[config.mk]
export PLATFORM = sky130hd
export DESIGN_NAME = bnsg_ctrl
export DESIGN_NICKNAME = d
export VERILOG_FILES = /design/src/rtl/core/bnsg_pkg.sv /design/src/rtl/core/bnsg_ctrl.sv
export SDC_FILE = /design/constraint.sdc
export NUM_CORES = 1
export LEC_CHECK = 0
export BUFFER_PORTS_ARGS = -buffer_cell sky130_fd_sc_hd__clkbuf_2
export CAP_MARGIN = 20
export CORE_AREA = 2 2 39 41
export CTS_BUF_LIST = sky130_fd_sc_hd__clkbuf_16
export DETAILED_ROUTE_END_ITERATION = 8
export DIE_AREA = 0 0 41 43
export PLACE_DENSITY_LB_ADDON = 0.3
export SYNTH_ARGS = -nofsm -noshare
export SYNTH_HDL_FRONTEND = slang
export SYNTH_SLANG_ARGS = --single-unit
[constraint.sdc]
create_clock -name clk -period 4.2 [get_ports clk]
set_clock_uncertainty 0.1 [all_clocks]
set_input_delay 0.63 -clock clk [delete_from_list [all_inputs] [get_ports clk]]
set_output_delay 0.63 -clock clk [all_outputs]
set_load 0.05 [all_outputs]
[src/rtl/core/bnsg_pkg.sv]
`timescale 1ns / 1ps

package bnsg_pkg;

  typedef enum logic [2:0] {
    OP_INIT = 3'd0,
    OP_ACC  = 3'd1,
    OP_UPD  = 3'd2,
    OP_SCL  = 3'd3,
    OP_READ = 3'd4
  } op_t;

  typedef enum logic [3:0] {
    ST_CLEAR,
    ST_IDLE,
    ST_DECODE,
    ST_INIT,
    ST_RD,
    ST_MUL,
    ST_WR,
    ST_RPT_RD,
    ST_RPT_OUT
  } state_t;

  typedef struct packed {
    logic in_load;
    logic cnt_clr;
    logic cnt_inc;
    logic rd_en;
    logic addr_ch;
    logic mul_en;
    logic clr_wr;
    logic init_wr;
    logic op_wr;
    logic out_load;
  } cmd_t;

  typedef struct packed {
    logic [2:0] op;
    logic       ch_ok;
    logic       n_zero;
    logic       cnt_last;
    logic       clr_last;
    logic       out_free;
  } status_t;

  localparam int QW = 32;
  localparam int PW = 48;
  localparam int SW = 49;
  localparam int CFG_W = 7;
  localparam int CH_W = 6;
  localparam logic [CFG_W-1:0] ACTIVE_RESET = 7'd64;

endpackage

[src/rtl/core/bnsg_ctrl.sv]
`timescale 1ns / 1ps

module bnsg_ctrl (
  input  logic               clk,
  input  logic               rst,
  input  logic               in_valid,
  output logic               in_ready,
  input  bnsg_pkg::status_t  status,
  output bnsg_pkg::cmd_t     cmd
);

  bnsg_pkg::state_t state;
  bnsg_pkg::state_t state_next;

  always_ff @(posedge clk) begin
    if (rst) begin
      state <= bnsg_pkg::ST_CLEAR;
    end else begin
      state <= state_next;
    end
  end

  always_comb begin
    state_next = state;
    cmd = '0;
    in_ready = 1'b0;
    unique case (state)
      bnsg_pkg::ST_CLEAR: begin
        cmd.clr_wr = 1'b1;
        cmd.cnt_inc = 1'b1;
        if (status.clr_last) begin
          cmd.cnt_inc = 1'b0;
          cmd.cnt_clr = 1'b1;
          state_next = bnsg_pkg::ST_IDLE;
        end
      end
      bnsg_pkg::ST_IDLE: begin
        in_ready = 1'b1;
        if (in_valid) begin
          cmd.in_load = 1'b1;
          state_next = bnsg_pkg::ST_DECODE;
        end
      end
      bnsg_pkg::ST_DECODE: begin
        cmd.cnt_clr = 1'b1;
        case (status.op)
          bnsg_pkg::OP_INIT:
            state_next = status.n_zero ? bnsg_pkg::ST_RPT_RD : bnsg_pkg::ST_INIT;
          bnsg_pkg::OP_ACC:
            state_next = status.ch_ok ? bnsg_pkg::ST_RD : bnsg_pkg::ST_RPT_RD;
          bnsg_pkg::OP_UPD, bnsg_pkg::OP_SCL:
            state_next = status.n_zero ? bnsg_pkg::ST_RPT_RD : bnsg_pkg::ST_RD;
          default:
            state_next = bnsg_pkg::ST_RPT_RD;
        endcase
      end
      bnsg_pkg::ST_INIT: begin
        cmd.init_wr = 1'b1;
        cmd.cnt_inc = 1'b1;
        if (status.cnt_last) begin
          state_next = bnsg_pkg::ST_RPT_RD;
        end
      end
      bnsg_pkg::ST_RD: begin
        cmd.rd_en = 1'b1;
        cmd.addr_ch = (status.op == bnsg_pkg::OP_ACC);
        state_next = bnsg_pkg::ST_MUL;
      end
      bnsg_pkg::ST_MUL: begin
        cmd.mul_en = 1'b1;
        state_next = bnsg_pkg::ST_WR;
      end
      bnsg_pkg::ST_WR: begin
        cmd.op_wr = 1'b1;
        if (status.op == bnsg_pkg::OP_ACC) begin
          cmd.addr_ch = 1'b1;
          state_next = bnsg_pkg::ST_RPT_RD;
        end else begin
          cmd.cnt_inc = 1'b1;
          state_next = status.cnt_last ? bnsg_pkg::ST_RPT_RD : bnsg_pkg::ST_RD;
        end
      end
      bnsg_pkg::ST_RPT_RD: begin
        cmd.rd_en = 1'b1;
        cmd.addr_ch = 1'b1;
        state_next = bnsg_pkg::ST_RPT_OUT;
      end
      bnsg_pkg::ST_RPT_OUT: begin
        if (status.out_free) begin
          cmd.out_load = 1'b1;
          state_next = bnsg_pkg::ST_IDLE;
        end
      end
      default: begin
        state_next = bnsg_pkg::ST_IDLE;
      end
    endcase
  end

endmodule

## After elaboration in Yosys (flattened, before gate mapping)

Index checks and enable logic that the tools add are counted.

- Equal/unequal tests: 15
- Reductions and logical operators: 5
- Multiplexer cells: 27

Operators by type and width:

| kind | number |
|---|---|
| 4-bit one-hot mux with 9 select lines | 1 |
| 4-bit by 3-bit == test with 1-bit output (second input constant) | 4 |
| 4-bit 2-to-1 mux | 4 |
| 1-bit 2-to-1 mux | 12 |
| 2-bit 2-to-1 mux | 5 |
| 3-bit one-hot mux with 3 select lines | 1 |
| 4-bit by 2-bit == test with 1-bit output (second input constant) | 2 |
| 2-bit inequality test (second input constant) | 4 |
| 3-bit by 2-bit == test with 1-bit output (second input constant) | 2 |
| 1-bit one-hot mux with 3 select lines | 2 |
| 4-bit by 1-bit == test with 1-bit output (second input constant) | 1 |
| 4-bit == test (second input constant) | 1 |
| 4-bit logical NOT | 1 |
| 4-bit AND reduction | 1 |
| 2-bit OR reduction | 2 |
| 3-bit by 1-bit == test with 1-bit output (second input constant) | 1 |
| 3-bit logical NOT | 1 |
| 3-bit 2-to-1 mux | 1 |
| 1-bit one-hot mux with 2 select lines | 1 |

- Logic and storage cells: 48
- Flip-flop bits (word level): 4
- Bits of input ports: 11

## Logic depth before layout (Yosys ltp)

Gate-level depths: netlist (run 1).

- Word-level depth: 4
- Gate-level depth with buffers: 5
- Gate-level depth less buffers: 4

## Worst setup path before layout (run 1)

Ideal clock, no wire load.

- Path kind: register to output
- Start: reg state[2]
- End: out cmd[9] in the netlist's numbering
- Setup slack: 1.282 ns
- Cell stages (with the launch flop): 4
- Arrival time: 2.188 ns
- Cells stage by stage: dfxtp_1 nand2b_1 nor3_1 and2_1

RTL lines:

| element | line | text |
|---|---|---|
| from (decl) | bnsg_ctrl.sv:12 | `bnsg_pkg::state_t state;` |
| from (signal assigned) | bnsg_ctrl.sv:17 | `state <= bnsg_pkg::ST_CLEAR;` |
| from (signal assigned) | bnsg_ctrl.sv:19 | `state <= state_next;` |
| to (decl) | bnsg_ctrl.sv:9 | `output bnsg_pkg::cmd_t cmd` |

==> metrics.txt, run 1 <==
Tcrit/Tclk final=58.4%; DIE WIDTH=41 um; number of flip-flops in the largest register=4; GR Overflow Total=0; Hold Path Class=in2reg; biggest regs=state: 4 flops; Biggest register=state; clock buffer count from CTS=3; root buf cell=clkbuf_16; Synth Instances=64; endpoints failing setup=0; Via-to-Cell Ratio=5.38; Crit Path Class=reg2out; clock power share=52.0%; Max-Cap Viols=0; Post-synth EDFFs=0; unrepaired setup endpoints after global routing=false; Die Height=43 um; outcome=finished, final reports clean; # diodes=0; Antenna Nets Post-Route=0; Util after Layout=a little under half; #FFs+latches synth=4; Power Density=441 nW/um^2; fill count=148; Sum Neg Setup Slack=0 ps; f_max=0.408 GHz; drc violations=0; Final Non-Filler Cells=100; max_slew headroom=around two thirds; largest net degree at the start of global routing=16; Syn Nets=between 70 and 80; pins over their slew limit=0; post-synthesis sequential area ratio=17.1%; H-tree depth=1; VDD IR max=0.000288 V; GRT Util Overall=15.9%; via count=538; CTS tree=built; Sequential Power Share=18.1%; # placed instances=97; FFs w/ async S/R, synth=0%; Die ar.=roughly 1800 um^2; commonest non-fill, non-tap cell in the layout=clkbuf_2; Tot Pwr=~0.28 mW; synth unique cells=31; # IOs=22; starting DRC count in detailed routing=7; core area=1380 um^2; hold_ws=around 540 ps; initial antenna violation count=0; post-CTS setup buffer count=0; CP Capture Type=output pin; Area Overhead vs Synth=34.5%; first-pass GRT wire length=2.06 mm; Leak=0.263 nW; Psw=approximately 0.089 mW; Main synth FF type=dfxtp_1; Worst-Skew Late Latency=220 ps; Rows=14; combinational power share=between 20% and 30%; Clock Path Buffers=2; Final GP Congestion=0.836; # nets final=97; vias in the first global route=497; startpoint types=register; CP arrival=1720 ps; synthesized cell area=468 um^2; most frequent cells in the layout=21 x clkbuf_2, 11 x nor2_1, 6 x nand2_1; Total Wirelength=1.22 mm; Least-Margin Pin Slew=497 ps; Avg WL per Cell=12.2 um; Starting Density=33.8%; layout cells sized above 1=a little under two fifths; input/output buffers=21; Post-Syn Area per Cell=around 7.3 um^2; Post-CTS Hold Fix Bufs=0; HPWL Detailed=~910 um; switching share of power=about a third; Req. time, crit path=around 3500 ps; clock sinks=4; CP Max Fanout=15; post-CTS sizing=0; synth warn=0; Initial DRT Pass Iterations=4; Internal Power=between 0.15 and 0.2 mW; clk slew on worst S/H paths=30 ps; final hold vios=0; fin crit period=2450 ps
## power groups by stage
stage	logic (mW)	clock network, mW	registers [mW]
final	0.0829	0.145	0.0503
after global routing	0.0892	0.152	0.0514
after CTS	0.0832	0.147	0.0502
after detailed placement	0.0831	0	0.0508
after global placement	0.0824	0	0.0505
after floorplan	0.0723	0	0.0439
## metrics by stage
stage / setup slack [ps] / instance area (um^2)
final: 1750 / 629
after global placement: 1880 / 554
after CTS: 1750 / 629
after detailed placement: 1870 / 554
after global routing: 1580 / 629
after floorplan: 1280 / 468
## kinds of logic (layout without fill, tap and decap cells)
group,Yosys count,count (layout),share of synthesized area (%)
compound gates,21,21,36.6
buf+inv,8,28,11.5
flops,4,4,17.1
simple gates,31,31,34.8
## critical path, stage by stage (launching register included)
cell and delay [ps]:
dfxtp_1 610, nand2b_1 200, o21ai_0 210, a22oi_1 90, nor2_1 110, clkbuf_2 280
## synthesized netlist by cell type (all sizes together), types with 2 or more instances
cell	number	area, um^2
nor2	11	41.3
nor3	3	15.0
buf	4	38.8
inv	4	15.0
nand2b	3	18.8
a21oi	5	25.0
dfxtp	4	80.1
nor4	2	12.5
nand2	6	22.5
nor3b	3	32.5
o21ai	3	15.0
## path summary, 6_finish.rpt
| path | start | endpoint | slack (ps) | cells after the start |
|---|---|---|---|---|
| worst min register to register | state[0] | state[0] | 620 | 2 |
| worst min-delay path | rst | state[0] | 540 | 2 |
| worst max register to register | state[0] | state[1] | 2470 | 4 |
| worst max-delay path | state[2] | cmd[7] | 1750 | 5 |
## layer usage
| metal | GRT usage (%) | share of wire (%) |
|---|---|---|
| met1 | 22.4 | 49 |
| met2 | 25.0 | 48 |
| met3 | 1.57 | 2.9 |
| met4 | 4.00 | 0 |
| met5 | 0 | 0 |
## area by class of cell
| cell class | instances | area [um^2] | share of cell area [%] |
|---|---|---|---|
| clock buffer | 3 | 75.1 | 11.9 |
| inverter | 4 | 15.0 | 2.39 |
| multi-input combinational | 52 | 334 | 53.1 |
| tap | 16 | 20.0 | 3.18 |
| timing repair buffer | 21 | 105 | 16.7 |
| sequential | 4 | 80.1 | 12.7 |
Note: power is estimated with default switching activity, not from simulation.
==> run 2, diff against run 1 <==
==> constraint.sdc (replaced) <==
create_clock -name clk -period 2.51 [get_ports clk]
set_clock_uncertainty 0.1 [all_clocks]
set_input_delay 0.3765 -clock clk [delete_from_list [all_inputs] [get_ports clk]]
set_output_delay 0.3765 -clock clk [all_outputs]
set_load 0.05 [all_outputs]
==> metrics.txt, run 2 (synthesis gave the netlist of run 1 again) <==
# nets final=97; post-CTS sizing=0; worst reg2reg path depth=4; Die ar.=1760 um^2; via count=533; Clock Path Buffers=2; clock buffer count from CTS=3; Worst-Skew Late Latency=220 ps; CP Capture Type=output pin; max_slew headroom=67.2%; root buf cell=clkbuf_16; Die Height=43 um; final hold vios=0; GRT Util Overall=approximately an eighth; Hold Path Class=in2reg; final worst slack=347 ps; outcome=finished, final reports clean; largest net degree at the start of global routing=16; Power Density=732 nW/um^2; Total Wirelength=1.12 mm; Via-to-Cell Ratio=5.33; vias in the first global route=between 400 and 500; clock sinks=4; Final GP Congestion=0.847; Tcrit/Tclk final=a little under nine tenths; first-pass GRT wire length=1.59 mm; startpoint types=register; Post-DP Area=roughly 570 um^2; Leak=0.269 nW; endpoints failing setup=0; Rows=14; clk slew on worst S/H paths=about 30 ps; pre-CTS WS=584 ps; HPWL Detailed=856 um; number of flip-flops in the largest register=4; Area Overhead vs Synth=36.9%; unrepaired setup endpoints after global routing=false; Req. time, crit path=2030 ps; Crit Path Class=reg2out; starting DRC count in detailed routing=12; # diodes=0; Final Non-Filler Cells=100; Sum Neg Setup Slack=0 ps; f_max=0.462 GHz; core area=1380 um^2; hold_ws=around 280 ps; Avg WL per Cell=~11 um; # placed instances=97; Least-Margin Pin Slew=between 400 and 500 ps; commonest non-fill, non-tap cell in the layout=clkbuf_2; Post-CTS Hold Fix Bufs=0; Starting Density=33.8%; DIE WIDTH=41 um; biggest regs=state: 4 flops; CP Max Fanout=15; fin crit period=about 2200 ps; initial antenna violation count=0; Max-Cap Viols=0; most frequent cells in the layout=21 x clkbuf_2, 11 x nor2_1, 6 x nand2_1; Initial DRT Pass Iterations=4; Hold Crit Depth=2; H-tree depth=1; pins over their slew limit=0; post-CTS setup buffer count=0; # IOs=22; Biggest register=state; VDD IR max=0.000493 V; CP arrival=1690 ps; CTS tree=built; Antenna Nets Post-Route=0; layout cells sized above 1=40.5%; Design Area, Final=641 um^2; input/output buffers=21; drc violations=0; GR Overflow Total=0; fill count=140
-- run 2: cell count changes in the layout (fill, tap and decap cells not counted) --
cell    before  now
nor4_2       0    1
nor4_1       2    1
nor3_2       0    1
nor3_1       3    2
-- run 2: layer usage --
metal  GRT usage, %  vias up  part of all wire [%]
li1               -      282                     -
met1           16.3      239                    46
met2           20.0       10                    48
met3          0.524        2                   4.6
met4           8.00        0                   1.5
met5              0        -                     0
-- run 2: path summary, 6_finish.rpt --
| path | to | startpoint | slack, ps |
|---|---|---|---|
| min reg2reg | state[0] | state[0] | 620 |
| min | state[3] | rst | 280 |
| max reg2reg | state[1] | state[0] | 800 |
| max | cmd[7] | state[2] | 350 |
-- run 2: stage by stage --
step | util (%) | total power, mW
2_1_floorplan | - | 0.197
3_5_place_dp | 40.9 | 0.225
3_3_place_gp | 40.9 | 0.224
4_1_cts | 46.3 | 0.476
5_1_grt | 46.3 | 0.487
6_report | 46.3 | 0.469
-- run 2: power breakdown --
group | switching [mW] | internal (mW)
logic | 0.0922 | 0.0469
clock network | 0.0425 | 0.203
registers | 0.0159 | 0.0682
-- run 2: area by class of cell --
type | count | area (um^2) | share of cell area (%)
timing repair buffer | 21 | 105 | 16.4
multi-input combinational | 52 | 345 | 53.9
tap | 16 | 20.0 | 3.13
clock buffer | 3 | 75.1 | 11.7
inverter | 4 | 15.0 | 2.34
sequential | 4 | 80.1 | 12.5
-- run 2: worst max-delay path: stages, from the launching register on --
cell and delay (ps):
dfxtp_1 600, nand2b_1 190, o21ai_0 200, a22oi_1 90, nor2_1 100, clkbuf_2 280
==> run 3, diff against run 2 <==
--- a/config.mk
+++ b/config.mk
@@ -5,6 +5,7 @@
 export SDC_FILE = /design/constraint.sdc
 export NUM_CORES = 1
 export LEC_CHECK = 0
+export ABC_AREA = 1
 export BUFFER_PORTS_ARGS = -buffer_cell sky130_fd_sc_hd__clkbuf_2
 export CAP_MARGIN = 20
 export CORE_AREA = 2 2 39 41
==> metrics.txt, run 3 <==
initial antenna violation count=0; commonest non-fill, non-tap cell in the layout=clkbuf_2; post-CTS sizing=0; Tcrit/Tclk final=approximately four fifths; post-CTS setup buffer count=0; Post-synth EDFFs=0; CP Capture Type=output pin; Sum Neg Setup Slack=0 ps; endpoints failing setup=0; top post-synthesis cells by count=11 x nand2_1, 8 x inv_1, 8 x nand2_2; Biggest register=state; # IOs=22; Compound-Gate Fraction of Synth Area=16.2%; Req. time, crit path=2030 ps; top cell type's share of synthesized area=about 18%; worst reg2reg path depth=7; GRT Util Overall=14.8%; Starting Density=31.8%; Post-Syn Area per Cell=approximately 6.4 um^2; clock buffer count from CTS=3; number of flip-flops in the largest register=4; layout cells sized above 1=around half; unrepaired setup endpoints after global routing=false; Hold Crit Depth=2; synth warn=0; DIE WIDTH=41 um; Synth Instances=69; Worst-Skew Late Latency=230 ps; root buf cell=clkbuf_16; largest net degree at the start of global routing=9; clk slew on worst S/H paths=30 ps; input/output buffers=21; Syn Nets=80; Area Overhead vs Synth=42.9%; FFs w/ async S/R, synth=0%; drc violations=0; Die ar.=1760 um^2; post-synthesis adder-cell area fraction=0%; main combinational cell family by area after synthesis=simple AND/OR/NAND/NOR gates; VDD IR max=0.000430 V; #FFs+latches synth=4; cell accounting for the most synthesized area=dfxtp_1; synthesized cell area=440 um^2; Leak=0.336 nW; vias in the first global route=439; core area=1380 um^2; Antenna Nets Post-Route=0; Rows=14; # nets final=105; Hold Path Class=in2reg; Final GP Congestion=0.774; f_max=0.510 GHz; synth unique cells=21; final hold vios=0; Tot Pwr=0.864 mW; Synth Area in Simple Gates=52.8%; Total Wirelength=around 1.1 mm; Synth area leaders=dfxtp_1 18%, nand2_2 11%, nand2_1 9.4%, nor2_4 7.7%, inv_1 6.8%; hold_ws=267 ps; Via-to-Cell Ratio=4.58; Max-Cap Viols=0; Least-Margin Pin Slew=345 ps; Crit Path Class=reg2out; startpoint types=register; via count=495; fin crit period=about 2000 ps; most frequent cell after synthesis=nand2_1; Post-CTS Hold Fix Bufs=0; Main synth FF type=dfxtp_1; CTS tree=built; H-tree depth=1; GR Overflow Total=0; fill count=157; starting DRC count in detailed routing=4; CP Max Fanout=8; # diodes=0; clock sinks=4; HPWL Detailed=853 um; Util after Layout=45.5%; post-synthesis sequential area ratio=18.2%; biggest regs=state: 4 flops; most frequent cells in the layout=21 x clkbuf_2, 11 x nand2_1, 8 x nand2_2, 8 x inv_1, 6 x nor2_1; pins over their slew limit=0; Clock Path Buffers=2; outcome=finished, final reports clean; max_slew headroom=76.9%; Die Height=between 40 and 50 um; CP arrival=1480 ps; Power Density=1370 nW/um^2; Initial DRT Pass Iterations=4; first-pass GRT wire length=1.78 mm; Avg WL per Cell=9.89 um; post-synthesis xor/xnor area fraction=0%; mux cell area share after synthesis=0%
[run 3: worst paths after layout]
kind              slack [ps]  endpoint      from
setup / recovery         550    cmd[7]  state[0]
hold / removal           270  state[0]       rst
setup reg to reg        1130  state[0]  state[0]
hold reg to reg          490  state[3]  state[3]
[run 3: final cells by class]
type	instances	area, um^2	area share, %
well taps	16	20.0	3.18
flip-flops and latches	4	80.1	12.7
repair buffers	21	105	16.7
clock buffers	3	75.1	11.9
multi-input cells	52	304	48.3
inverters	12	45.0	7.16
[run 3: stage by stage]
stage	cell area (um^2)	setup WS, ps	instances
after detailed placement	554	753	105
after global routing	629	462	108
after floorplan	440	227	69
final	629	551	108
after CTS	629	554	108
after global placement	554	745	105
[run 3: kinds of logic after synthesis]
| kind of cell | after synthesis |
|---|---|
| AO/OA/AOI/OAI | 11 |
| buffers and inverters | 13 |
| flip-flops | 4 |
| AND/OR/NAND/NOR | 41 |
[run 3: routing by layer]
layer  GRT usage [%]  wire length [um]
met1            19.4               499
met2            21.6               484
met3            3.14                62
met4            8.00                22
met5               0                 0
[run 3: critical path, stage by stage, from the launching register on]
cell and delay (ps):
dfxtp_1 510, nand2_2 130, nor2_4 170, inv_1 80, nand3_1 80, clkbuf_2 280
[run 3: power breakdown]
group	total [mW]	switching, mW	internal (mW)
clock network	0.255	0.0504	0.204
logic	0.493	0.358	0.134
registers	0.117	0.0352	0.0814
total	0.864	0.444	0.420
